**src/design/mft_pkg.sv**
```systemverilog
// ----------------------------------------------------------------------------
// mft_pkg
// shared types and constants of the motor feedback multi-turn tracker
// ----------------------------------------------------------------------------
package mft_pkg;

  localparam int BUSES_DEF     = 4;
  localparam int SLOTS_DEF     = 8;
  localparam int REG_BITS      = 32;

  localparam logic [10:0] ID_FIRST    = 11'h201;
  localparam logic [10:0] ID_LAST     = 11'h208;
  localparam logic [3:0]  GOOD_LENGTH = 4'd8;
  localparam int          HALF_TURN   = 4096;
  localparam int          TURN_SHIFT  = 13;

  typedef enum logic [2:0] {
    ST_TRACKED  = 3'd0,
    ST_ZERO_SET = 3'd1,
    ST_ZERO_CLR = 3'd2,
    ST_BAD_LEN  = 3'd3,
    ST_BAD_ID   = 3'd4,
    ST_NOT_REG  = 3'd5
  } status_t;

  typedef struct packed {
    logic capture;
    logic calc;
    logic finish;
  } cmd_t;

  typedef struct packed {
    logic track;
  } stat_t;

endpackage

```
**src/design/mft_ctrl.sv**
```systemverilog
// ----------------------------------------------------------------------------
// mft_ctrl
// sequencer: capture, turn update, write back and result
// ----------------------------------------------------------------------------
module mft_ctrl (
  input  logic          clk,
  input  logic          rst_n,
  input  logic          start,
  input  mft_pkg::stat_t stat,
  output mft_pkg::cmd_t  cmd,
  output logic          busy
);

  typedef enum logic [1:0] {
    S_IDLE,
    S_CALC,
    S_DONE
  } state_t;

  state_t state_r;
  state_t state_nxt;
  logic   busy_r;

  always_comb begin
    state_nxt = state_r;
    unique case (state_r)
      S_IDLE: begin
        if (start) begin
          state_nxt = stat.track ? S_CALC : S_DONE;
        end
      end
      S_CALC: state_nxt = S_DONE;
      S_DONE: state_nxt = S_IDLE;
      default: state_nxt = S_IDLE;
    endcase
  end

  always_ff @(posedge clk) begin
    if (!rst_n) begin
      state_r <= S_IDLE;
      busy_r  <= 1'b0;
    end else begin
      state_r <= state_nxt;
      busy_r  <= (state_nxt != S_IDLE);
    end
  end

  assign cmd.capture = start && (state_r == S_IDLE);
  assign cmd.calc    = (state_r == S_CALC);
  assign cmd.finish  = (state_r == S_DONE);
  assign busy        = busy_r;

endmodule

```
**src/design/mft_datapath.sv**
```systemverilog
// ----------------------------------------------------------------------------
// mft_datapath
// frame checks, field decode, per-slot state memories and position unwrap
// ----------------------------------------------------------------------------
module mft_datapath #(
  parameter int BUSES         = mft_pkg::BUSES_DEF,
  parameter int SLOTS_PER_BUS = mft_pkg::SLOTS_DEF
) (
  input  logic                clk,
  input  logic                rst_n,
  input  mft_pkg::cmd_t       cmd,
  output mft_pkg::stat_t      stat,
  input  logic                cfg_we,
  input  logic [31:0]         cfg_data,
  input  logic                in_opcode,
  input  logic [1:0]          in_bus_index,
  input  logic [10:0]         in_frame_id,
  input  logic [3:0]          in_frame_length,
  input  logic [63:0]         in_payload,
  input  logic [2:0]          in_zero_slot,
  output logic                out_valid,
  output logic [2:0]          out_status,
  output logic [1:0]          out_bus_out,
  output logic [2:0]          out_motor_slot,
  output logic [15:0]         out_encoder_angle,
  output logic signed [15:0]  out_speed_rpm,
  output logic signed [15:0]  out_current_raw,
  output logic [7:0]          out_temperature,
  output logic signed [31:0]  out_absolute_position
);

  localparam int NSLOT = BUSES * SLOTS_PER_BUS;
  localparam int IDX_W = (NSLOT > 1) ? $clog2(NSLOT) : 1;

  // configuration
  logic [31:0] reg_slots_r;

  // request classification
  logic [10:0]      id_off;
  logic             id_in_range;
  logic             id_ok;
  logic             bus_ok;
  logic             zs_ok;
  logic [2:0]       slot_id;
  logic [2:0]       slot_sel;
  logic [31:0]      idx_full;
  logic             reg_ok;
  mft_pkg::status_t code;
  logic [2:0]       slot_out;

  // captured request
  mft_pkg::status_t code_r;
  logic [1:0]       bus_r;
  logic [2:0]       slot_r;
  logic [IDX_W-1:0] idx_r;
  logic [15:0]      ang_r;
  logic [15:0]      spd_r;
  logic [15:0]      cur_r;
  logic [7:0]       tmp_r;

  // per-slot state
  logic [NSLOT-1:0] cal_r;
  logic [15:0]      zero_mem [NSLOT];
  logic [15:0]      last_mem [NSLOT];
  logic [31:0]      turn_mem [NSLOT];
  logic [15:0]      zero_q;
  logic [15:0]      last_q;
  logic [31:0]      turn_q;

  // unwrap
  logic             cal_hit_r;
  logic [31:0]      turn_r;
  logic signed [16:0] diff;
  logic [31:0]      turn_nxt;
  logic [31:0]      pos;
  logic             trk;

  // output registers
  logic             out_valid_r;
  logic [2:0]       out_status_r;
  logic [1:0]       out_bus_r;
  logic [2:0]       out_slot_r;
  logic [15:0]      out_ang_r;
  logic [15:0]      out_spd_r;
  logic [15:0]      out_cur_r;
  logic [7:0]       out_tmp_r;
  logic [31:0]      out_pos_r;

  always_ff @(posedge clk) begin
    if (!rst_n) begin
      reg_slots_r <= '0;
    end else if (cfg_we) begin
      reg_slots_r <= cfg_data;
    end
  end

  always_comb begin
    id_off      = in_frame_id - mft_pkg::ID_FIRST;
    id_in_range = (in_frame_id >= mft_pkg::ID_FIRST) && (in_frame_id <= mft_pkg::ID_LAST);
    id_ok       = id_in_range && (32'(id_off) < 32'(SLOTS_PER_BUS));
    bus_ok      = 32'(in_bus_index) < 32'(BUSES);
    zs_ok       = 32'(in_zero_slot) < 32'(SLOTS_PER_BUS);
    slot_id     = id_off[2:0];
    slot_sel    = in_opcode ? in_zero_slot : slot_id;
    idx_full    = 32'(in_bus_index) * 32'(SLOTS_PER_BUS) + 32'(slot_sel);
    reg_ok      = (idx_full < 32'(mft_pkg::REG_BITS)) && reg_slots_r[idx_full[4:0]];

    priority if (in_opcode) begin
      code     = (bus_ok && zs_ok) ? mft_pkg::ST_ZERO_CLR : mft_pkg::ST_NOT_REG;
      slot_out = in_zero_slot;
    end else if (!bus_ok) begin
      code     = mft_pkg::ST_NOT_REG;
      slot_out = id_in_range ? slot_id : 3'd0;
    end else if (!id_ok) begin
      code     = mft_pkg::ST_BAD_ID;
      slot_out = 3'd0;
    end else if (!reg_ok) begin
      code     = mft_pkg::ST_NOT_REG;
      slot_out = slot_id;
    end else if (in_frame_length != mft_pkg::GOOD_LENGTH) begin
      code     = mft_pkg::ST_BAD_LEN;
      slot_out = slot_id;
    end else begin
      code     = mft_pkg::ST_TRACKED;
      slot_out = slot_id;
    end
  end

  assign stat.track = (code == mft_pkg::ST_TRACKED);

  always_ff @(posedge clk) begin
    if (cmd.capture) begin
      code_r <= code;
      bus_r  <= in_bus_index;
      slot_r <= slot_out;
      idx_r  <= idx_full[IDX_W-1:0];
      ang_r  <= in_payload[63:48];
      spd_r  <= in_payload[47:32];
      cur_r  <= in_payload[31:16];
      tmp_r  <= in_payload[15:8];
    end
  end

  // slot state memories, read at capture, written back at finish
  always_ff @(posedge clk) begin
    if (cmd.capture) begin
      zero_q <= zero_mem[idx_full[IDX_W-1:0]];
      last_q <= last_mem[idx_full[IDX_W-1:0]];
      turn_q <= turn_mem[idx_full[IDX_W-1:0]];
    end
    if (cmd.finish && trk) begin
      last_mem[idx_r] <= ang_r;
      turn_mem[idx_r] <= turn_r;
      if (!cal_hit_r) begin
        zero_mem[idx_r] <= ang_r;
      end
    end
  end

  assign trk = (code_r == mft_pkg::ST_TRACKED);

  // turn counting
  always_comb begin
    diff = $signed({1'b0, last_q}) - $signed({1'b0, ang_r});
    if (diff > 17'sd4096) begin
      turn_nxt = turn_q + 32'd1;
    end else if (diff < -17'sd4096) begin
      turn_nxt = turn_q - 32'd1;
    end else begin
      turn_nxt = turn_q;
    end
  end

  always_ff @(posedge clk) begin
    if (cmd.calc) begin
      cal_hit_r <= cal_r[idx_r];
      turn_r    <= cal_r[idx_r] ? turn_nxt : 32'd0;
    end
  end

  assign pos = (turn_r << mft_pkg::TURN_SHIFT) + {16'd0, ang_r} - {16'd0, zero_q};

  always_ff @(posedge clk) begin
    if (!rst_n) begin
      cal_r <= '0;
    end else if (cmd.finish) begin
      if (trk) begin
        cal_r[idx_r] <= 1'b1;
      end else if (code_r == mft_pkg::ST_ZERO_CLR) begin
        cal_r[idx_r] <= 1'b0;
      end
    end
  end

  always_ff @(posedge clk) begin
    if (!rst_n) begin
      out_valid_r <= 1'b0;
    end else begin
      out_valid_r <= cmd.finish;
    end
  end

  always_ff @(posedge clk) begin
    if (cmd.finish) begin
      out_bus_r  <= bus_r;
      out_slot_r <= slot_r;
      if (trk) begin
        out_status_r <= cal_hit_r ? mft_pkg::ST_TRACKED : mft_pkg::ST_ZERO_SET;
        out_ang_r    <= ang_r;
        out_spd_r    <= spd_r;
        out_cur_r    <= cur_r;
        out_tmp_r    <= tmp_r;
        out_pos_r    <= cal_hit_r ? pos : 32'd0;
      end else begin
        out_status_r <= code_r;
        out_ang_r    <= '0;
        out_spd_r    <= '0;
        out_cur_r    <= '0;
        out_tmp_r    <= '0;
        out_pos_r    <= '0;
      end
    end
  end

  assign out_valid             = out_valid_r;
  assign out_status            = out_status_r;
  assign out_bus_out           = out_bus_r;
  assign out_motor_slot        = out_slot_r;
  assign out_encoder_angle     = out_ang_r;
  assign out_speed_rpm         = $signed(out_spd_r);
  assign out_current_raw       = $signed(out_cur_r);
  assign out_temperature       = out_tmp_r;
  assign out_absolute_position = $signed(out_pos_r);

endmodule

```
**src/design/motor_feedback_multiturn_tracker_top.sv**
```systemverilog
// ----------------------------------------------------------------------------
// motor_feedback_multiturn_tracker_top
// checks motor feedback frames and unwraps the encoder angle per slot
// ----------------------------------------------------------------------------
// command channel: an item transfers at a clock edge with start high and busy
//   low; in_opcode selects a feedback frame or a zero clear of one slot
// result channel: out_valid marks each result for exactly one cycle; the
//   receiver takes it at the end of that cycle and cannot hold it off
// config channel: cfg_registered_slots transfers on cfg_valid and cfg_ready,
//   ready is always high; write it only while busy is low
// latency: out_valid rises 2 cycles after the transfer edge for a tracked
//   frame (state read and turn update, then write back), 1 for any other item
// throughput: one item every 3 cycles for tracked frames, 2 for the rest,
//   set by the read, update and write back of the per-slot state memories
// busy is high while an item is in work; out_valid comes with busy low so a
//   new item may transfer in the same cycle a result is shown
// reset: synchronous on rst_n, clears the registered slot mask and every
//   calibrated flag; no result is pending afterwards
// ----------------------------------------------------------------------------
module motor_feedback_multiturn_tracker_top #(
  parameter int BUSES         = mft_pkg::BUSES_DEF,
  parameter int SLOTS_PER_BUS = mft_pkg::SLOTS_DEF
) (
  input  logic                clk,
  input  logic                rst_n,
  input  logic                start,
  output logic                busy,
  input  logic                in_opcode,
  input  logic [1:0]          in_bus_index,
  input  logic [10:0]         in_frame_id,
  input  logic [3:0]          in_frame_length,
  input  logic [63:0]         in_payload,
  input  logic [2:0]          in_zero_slot,
  output logic                out_valid,
  output logic [2:0]          out_status,
  output logic [1:0]          out_bus_out,
  output logic [2:0]          out_motor_slot,
  output logic [15:0]         out_encoder_angle,
  output logic signed [15:0]  out_speed_rpm,
  output logic signed [15:0]  out_current_raw,
  output logic [7:0]          out_temperature,
  output logic signed [31:0]  out_absolute_position,
  input  logic                cfg_valid,
  output logic                cfg_ready,
  input  logic [31:0]         cfg_registered_slots
);

  mft_pkg::cmd_t  cmd;
  mft_pkg::stat_t stat;

  assign cfg_ready = 1'b1;

  mft_ctrl u_ctrl (
    .clk   (clk),
    .rst_n (rst_n),
    .start (start),
    .stat  (stat),
    .cmd   (cmd),
    .busy  (busy)
  );

  mft_datapath #(
    .BUSES         (BUSES),
    .SLOTS_PER_BUS (SLOTS_PER_BUS)
  ) u_datapath (
    .clk                   (clk),
    .rst_n                 (rst_n),
    .cmd                   (cmd),
    .stat                  (stat),
    .cfg_we                (cfg_valid && cfg_ready),
    .cfg_data              (cfg_registered_slots),
    .in_opcode             (in_opcode),
    .in_bus_index          (in_bus_index),
    .in_frame_id           (in_frame_id),
    .in_frame_length       (in_frame_length),
    .in_payload            (in_payload),
    .in_zero_slot          (in_zero_slot),
    .out_valid             (out_valid),
    .out_status            (out_status),
    .out_bus_out           (out_bus_out),
    .out_motor_slot        (out_motor_slot),
    .out_encoder_angle     (out_encoder_angle),
    .out_speed_rpm         (out_speed_rpm),
    .out_current_raw       (out_current_raw),
    .out_temperature       (out_temperature),
    .out_absolute_position (out_absolute_position)
  );

endmodule

```
**config.mk**
```make
export PLATFORM = sky130hd
export DESIGN_NAME = motor_feedback_multiturn_tracker_top
export DESIGN_NICKNAME = d
export VERILOG_FILES = /design/src/design/mft_pkg.sv /design/src/design/mft_ctrl.sv /design/src/design/mft_datapath.sv /design/src/design/motor_feedback_multiturn_tracker_top.sv
export SDC_FILE = /design/constraint.sdc
export NUM_CORES = 2
export LEC_CHECK = 0
export ABC_AREA = 1
export BUFFER_PORTS_ARGS = -buffer_cell sky130_fd_sc_hd__buf_2
export CORE_ASPECT_RATIO = 1.2
export CORE_MARGIN = 5
export CORE_UTILIZATION = 62
export DETAILED_ROUTE_END_ITERATION = 10
export GPL_ROUTABILITY_DRIVEN = 0
export PLACE_DENSITY = 0.79
export REMOVE_ABC_BUFFERS = 1
export SYNTH_ARGS = -nofsm -noshare
export SYNTH_HDL_FRONTEND = slang
export SYNTH_SLANG_ARGS = --single-unit
```
**constraint.sdc**
```tcl
create_clock -name clk -period 9.6 [get_ports clk]
set_input_delay 0 -clock clk [delete_from_list [all_inputs] [get_ports clk]]
set_output_delay 0 -clock clk [all_outputs]
set_load 0.005 [all_outputs]
```
==> run metrics <==
post-synth top area share 70.5%; Hold Crit Class in2reg; switching power roughly 4.4 mW; CP required slightly above 10000 ps; Nets slightly below 7000; Seq pwr share between 50% and 60%; Min Hold Slack approximately 110 ps; placed cell count 7948; number of remaining DRC errors 0; Sink Count 1934; via/cell ratio ~6.7; Tot Pwr ~18 mW; final setup fails 0; vias in the first global route 55500; initial antenna violation count 7; Ports 220; Sw Ratio between 20% and 30%; combinational group share of total power approximately a tenth; CTS Buf Count about 180; synth unique cells 56; Core Area between 0.1 and 0.15 mm^2; Slew HR 11.4%; share of layout cells above drive strength 1 10.6%; worst-skew pair later-pin latency ~840 ps; first-pass GRT wire length between 300000 and 400000 um; PwrDens approximately 200 mW/mm^2; Post-DP Area between 0.08 and 0.09 mm^2; Setup Fix Bufs, Post-CTS 0; Clock Tree Buf Depth 3; Area growth syn-to-layout 13.3%; Tot GR Track Use about a third; H-Tree Depth 4; MaxCap Viol Count 0; register area share after synthesis 72.2%; First DRT Iteration DRCs about 9000; count leader, synth edfxtp_1; PortBufs 210; via count ~57000; final instance area 0.0901 mm^2; Pre-antenna DRT Iters 9; synthesized flop and latch total 1934; outcome complete, no violations; fin util between 70% and 80%; max-slew violation count 0; area of the mapped netlist 0.0795 mm^2; pre-CTS WS around 5000 ps; Final Hold Fails 0; RSZ-0062 raised after global routing no; Starting Density 62.1%; Crit. End Element flop; Routed WL about 230000 um; setup TNS 0 ps; Chip Width between 300 and 400 um; internal power around 14 mW; part of the cycle the worst path needs between 40% and 50%; clock skew 42.5 ps; Post-Layout Cell Count 8498; maximum vdd drop roughly 0.00015 V; Leak between 30 and 40 nW; cell accounting for the most synthesized area edfxtp_1; Root Buffer clkbuf_16; CTS tree built; die height 402 um; Clk network pwr share ~39%; Post-DP HPWL 114000 um; Post-synth EDFFs roughly 1900; routed len/inst between 20 and 30 um; Reg clk slew, reported paths approximately 80 ps; grt total ovfl 0; Final Critical Period 4580 ps; YS warnings 0; largest net degree at the start of global routing ~240; Filler cells about 8000; Critical Path Start Type input pin; WP data arrival approximately 5200 ps; Worst-Margin Slew roughly 1300 ps; Setup CP Type in2reg; post-detailed-route count of antenna-violating nets 0; # rows approximately 140; Syn Area/Cell 12.5 um^2; fmax about 220 MHz; Top FF cell, synth edfxtp_1; Max FO, Critical Path between 200 and 250; Post-synth top cells 1866 x edfxtp_1, 1232 x nor2_1, 916 x o21ai_0; Cells after Synth 6346; final worst slack roughly 5000 ps; die area about 0.14 mm^2; ys async rst share 0%; largest cells by area after synthesis edfxtp_1 70%, nor2_1 5.8%, o21ai_0 5.8%, o221ai_1 3.6%, nand3_1 1.7%
==> registers in the layout (all words and copies together), names as in the netlist, 5 cells and up, named ones only <==
name,count
u_datapath.ang_r,16
u_datapath.turn_r,19
u_datapath.spd_r,16
u_datapath.out_temperature,8
u_datapath.out_speed_rpm,16
u_datapath.tmp_r,8
u_datapath.turn_q,19
u_datapath.last_mem,512
u_datapath.turn_mem,608
u_datapath.zero_q,16
u_datapath.last_q,16
u_datapath.out_encoder_angle,16
u_datapath.out_current_raw,16
u_datapath.zero_mem,512
u_datapath.out_absolute_position,32
u_datapath.cur_r,16
u_datapath.reg_slots_r,32
u_datapath.idx_r,5
==> cell type report <==
class | count | area [um^2] | share of cell area [%]
multi-input combinational | 3697 | 19400 | 21.6
inverter | 297 | 1140 | 1.27
clock buffer | 215 | 4620 | 5.13
timing repair buffer | 561 | 4340 | 4.82
sequential | 1934 | 57400 | 63.7
tap | 1679 | 2100 | 2.33
clock inverter | 111 | 1050 | 1.16
antenna | 4 | 10.0 | 0.0111
==> cells by family (layout without fill, tap and decap cells) <==
group	Yosys count	in the layout	share of synthesized area [%]
and+or+nand+nor	1993	1993	10.4
DFF	1934	1934	72.2
AOI/OAI and AO/OA	1597	1597	12.1
buffers and inverters	715	1184	3.75
adders and majority gates	68	68	1.12
xor gates and xnor gates	38	38	0.419
other	1	5	0.00472
==> path summary, 6_finish.rpt <==
path,startpoint,to,slack [ps],depth (start not counted)
worst min-delay path,in_frame_id[10],u_datapath.slot_r[2],110,6
worst max-delay path,in_opcode,u_datapath.turn_q[2],5020,14
worst max register to register,u_datapath.turn_r[0],u_datapath.out_absolute_position[23],5300,13
worst min register to register,u_datapath.slot_r[1],u_datapath.out_motor_slot[1],430,0
==> worst max-delay path, stage by stage <==
cell and delay [ps]:
dlygate4sd3_1 520, buf_2 260, nand2_2 120, o21ai_4 70, buf_4 390, buf_12 630, buf_4 760, buf_4 860
o21ai_0 190, o22ai_1 250, nor2_1 70, o21ai_1 170, nor2_1 50, a31oi_1 380
==> placed cells by master (no fill, tap or decap), types with 29 or more instances in the layout <==
master	netlist	layout
a21oi_1	105	105
a31oi_1	62	62
buf_2	106	209
buf_4	28	124
clkbuf_1	260	33
clkbuf_16	0	177
clkinv_1	3	43
dfxtp_1	68	68
dlygate4sd3_1	0	220
edfxtp_1	1866	1866
ha_1	63	63
inv_1	279	277
nand2_1	323	323
nand3_1	275	275
nand4_1	41	41
nor2_1	1232	1212
nor3_1	48	29
o21ai_0	916	916
o21ai_1	35	34
o221ai_1	325	325
o22ai_1	85	85
xor2_1	34	34
==> repair_timing <==
item	4_1_cts	5_1_grt
hold buffers	220	0
endpoints found under the hold margin	114	0
endpoints found under the setup margin	0	0
resized for setup	0	0
==> metal layers <==
metal  up-vias  wire [um]  track usage (%)  share of wire [%]
met5         -          0                0                  0
met4         0      16400             19.7                7.1
met3       959      30600             7.90                 13
met2      4634     109000             53.4                 47
met1     27200      75300             41.9                 33
li1      24100          -                -                  -
==> power groups by stage <==
| stage | Clock, mW | Sequential (mW) | Combinational (mW) |
|---|---|---|---|
| after floorplan | 0 | 9.55 | 1.05 |
| after global placement | 0 | 9.53 | 1.49 |
| after detailed placement | 0 | 9.53 | 1.55 |
| after CTS | 6.91 | 9.35 | 1.63 |
| after global routing | 7.31 | 9.35 | 1.82 |
| final | 6.92 | 9.36 | 1.69 |
(Power assumes the default switching activity.)
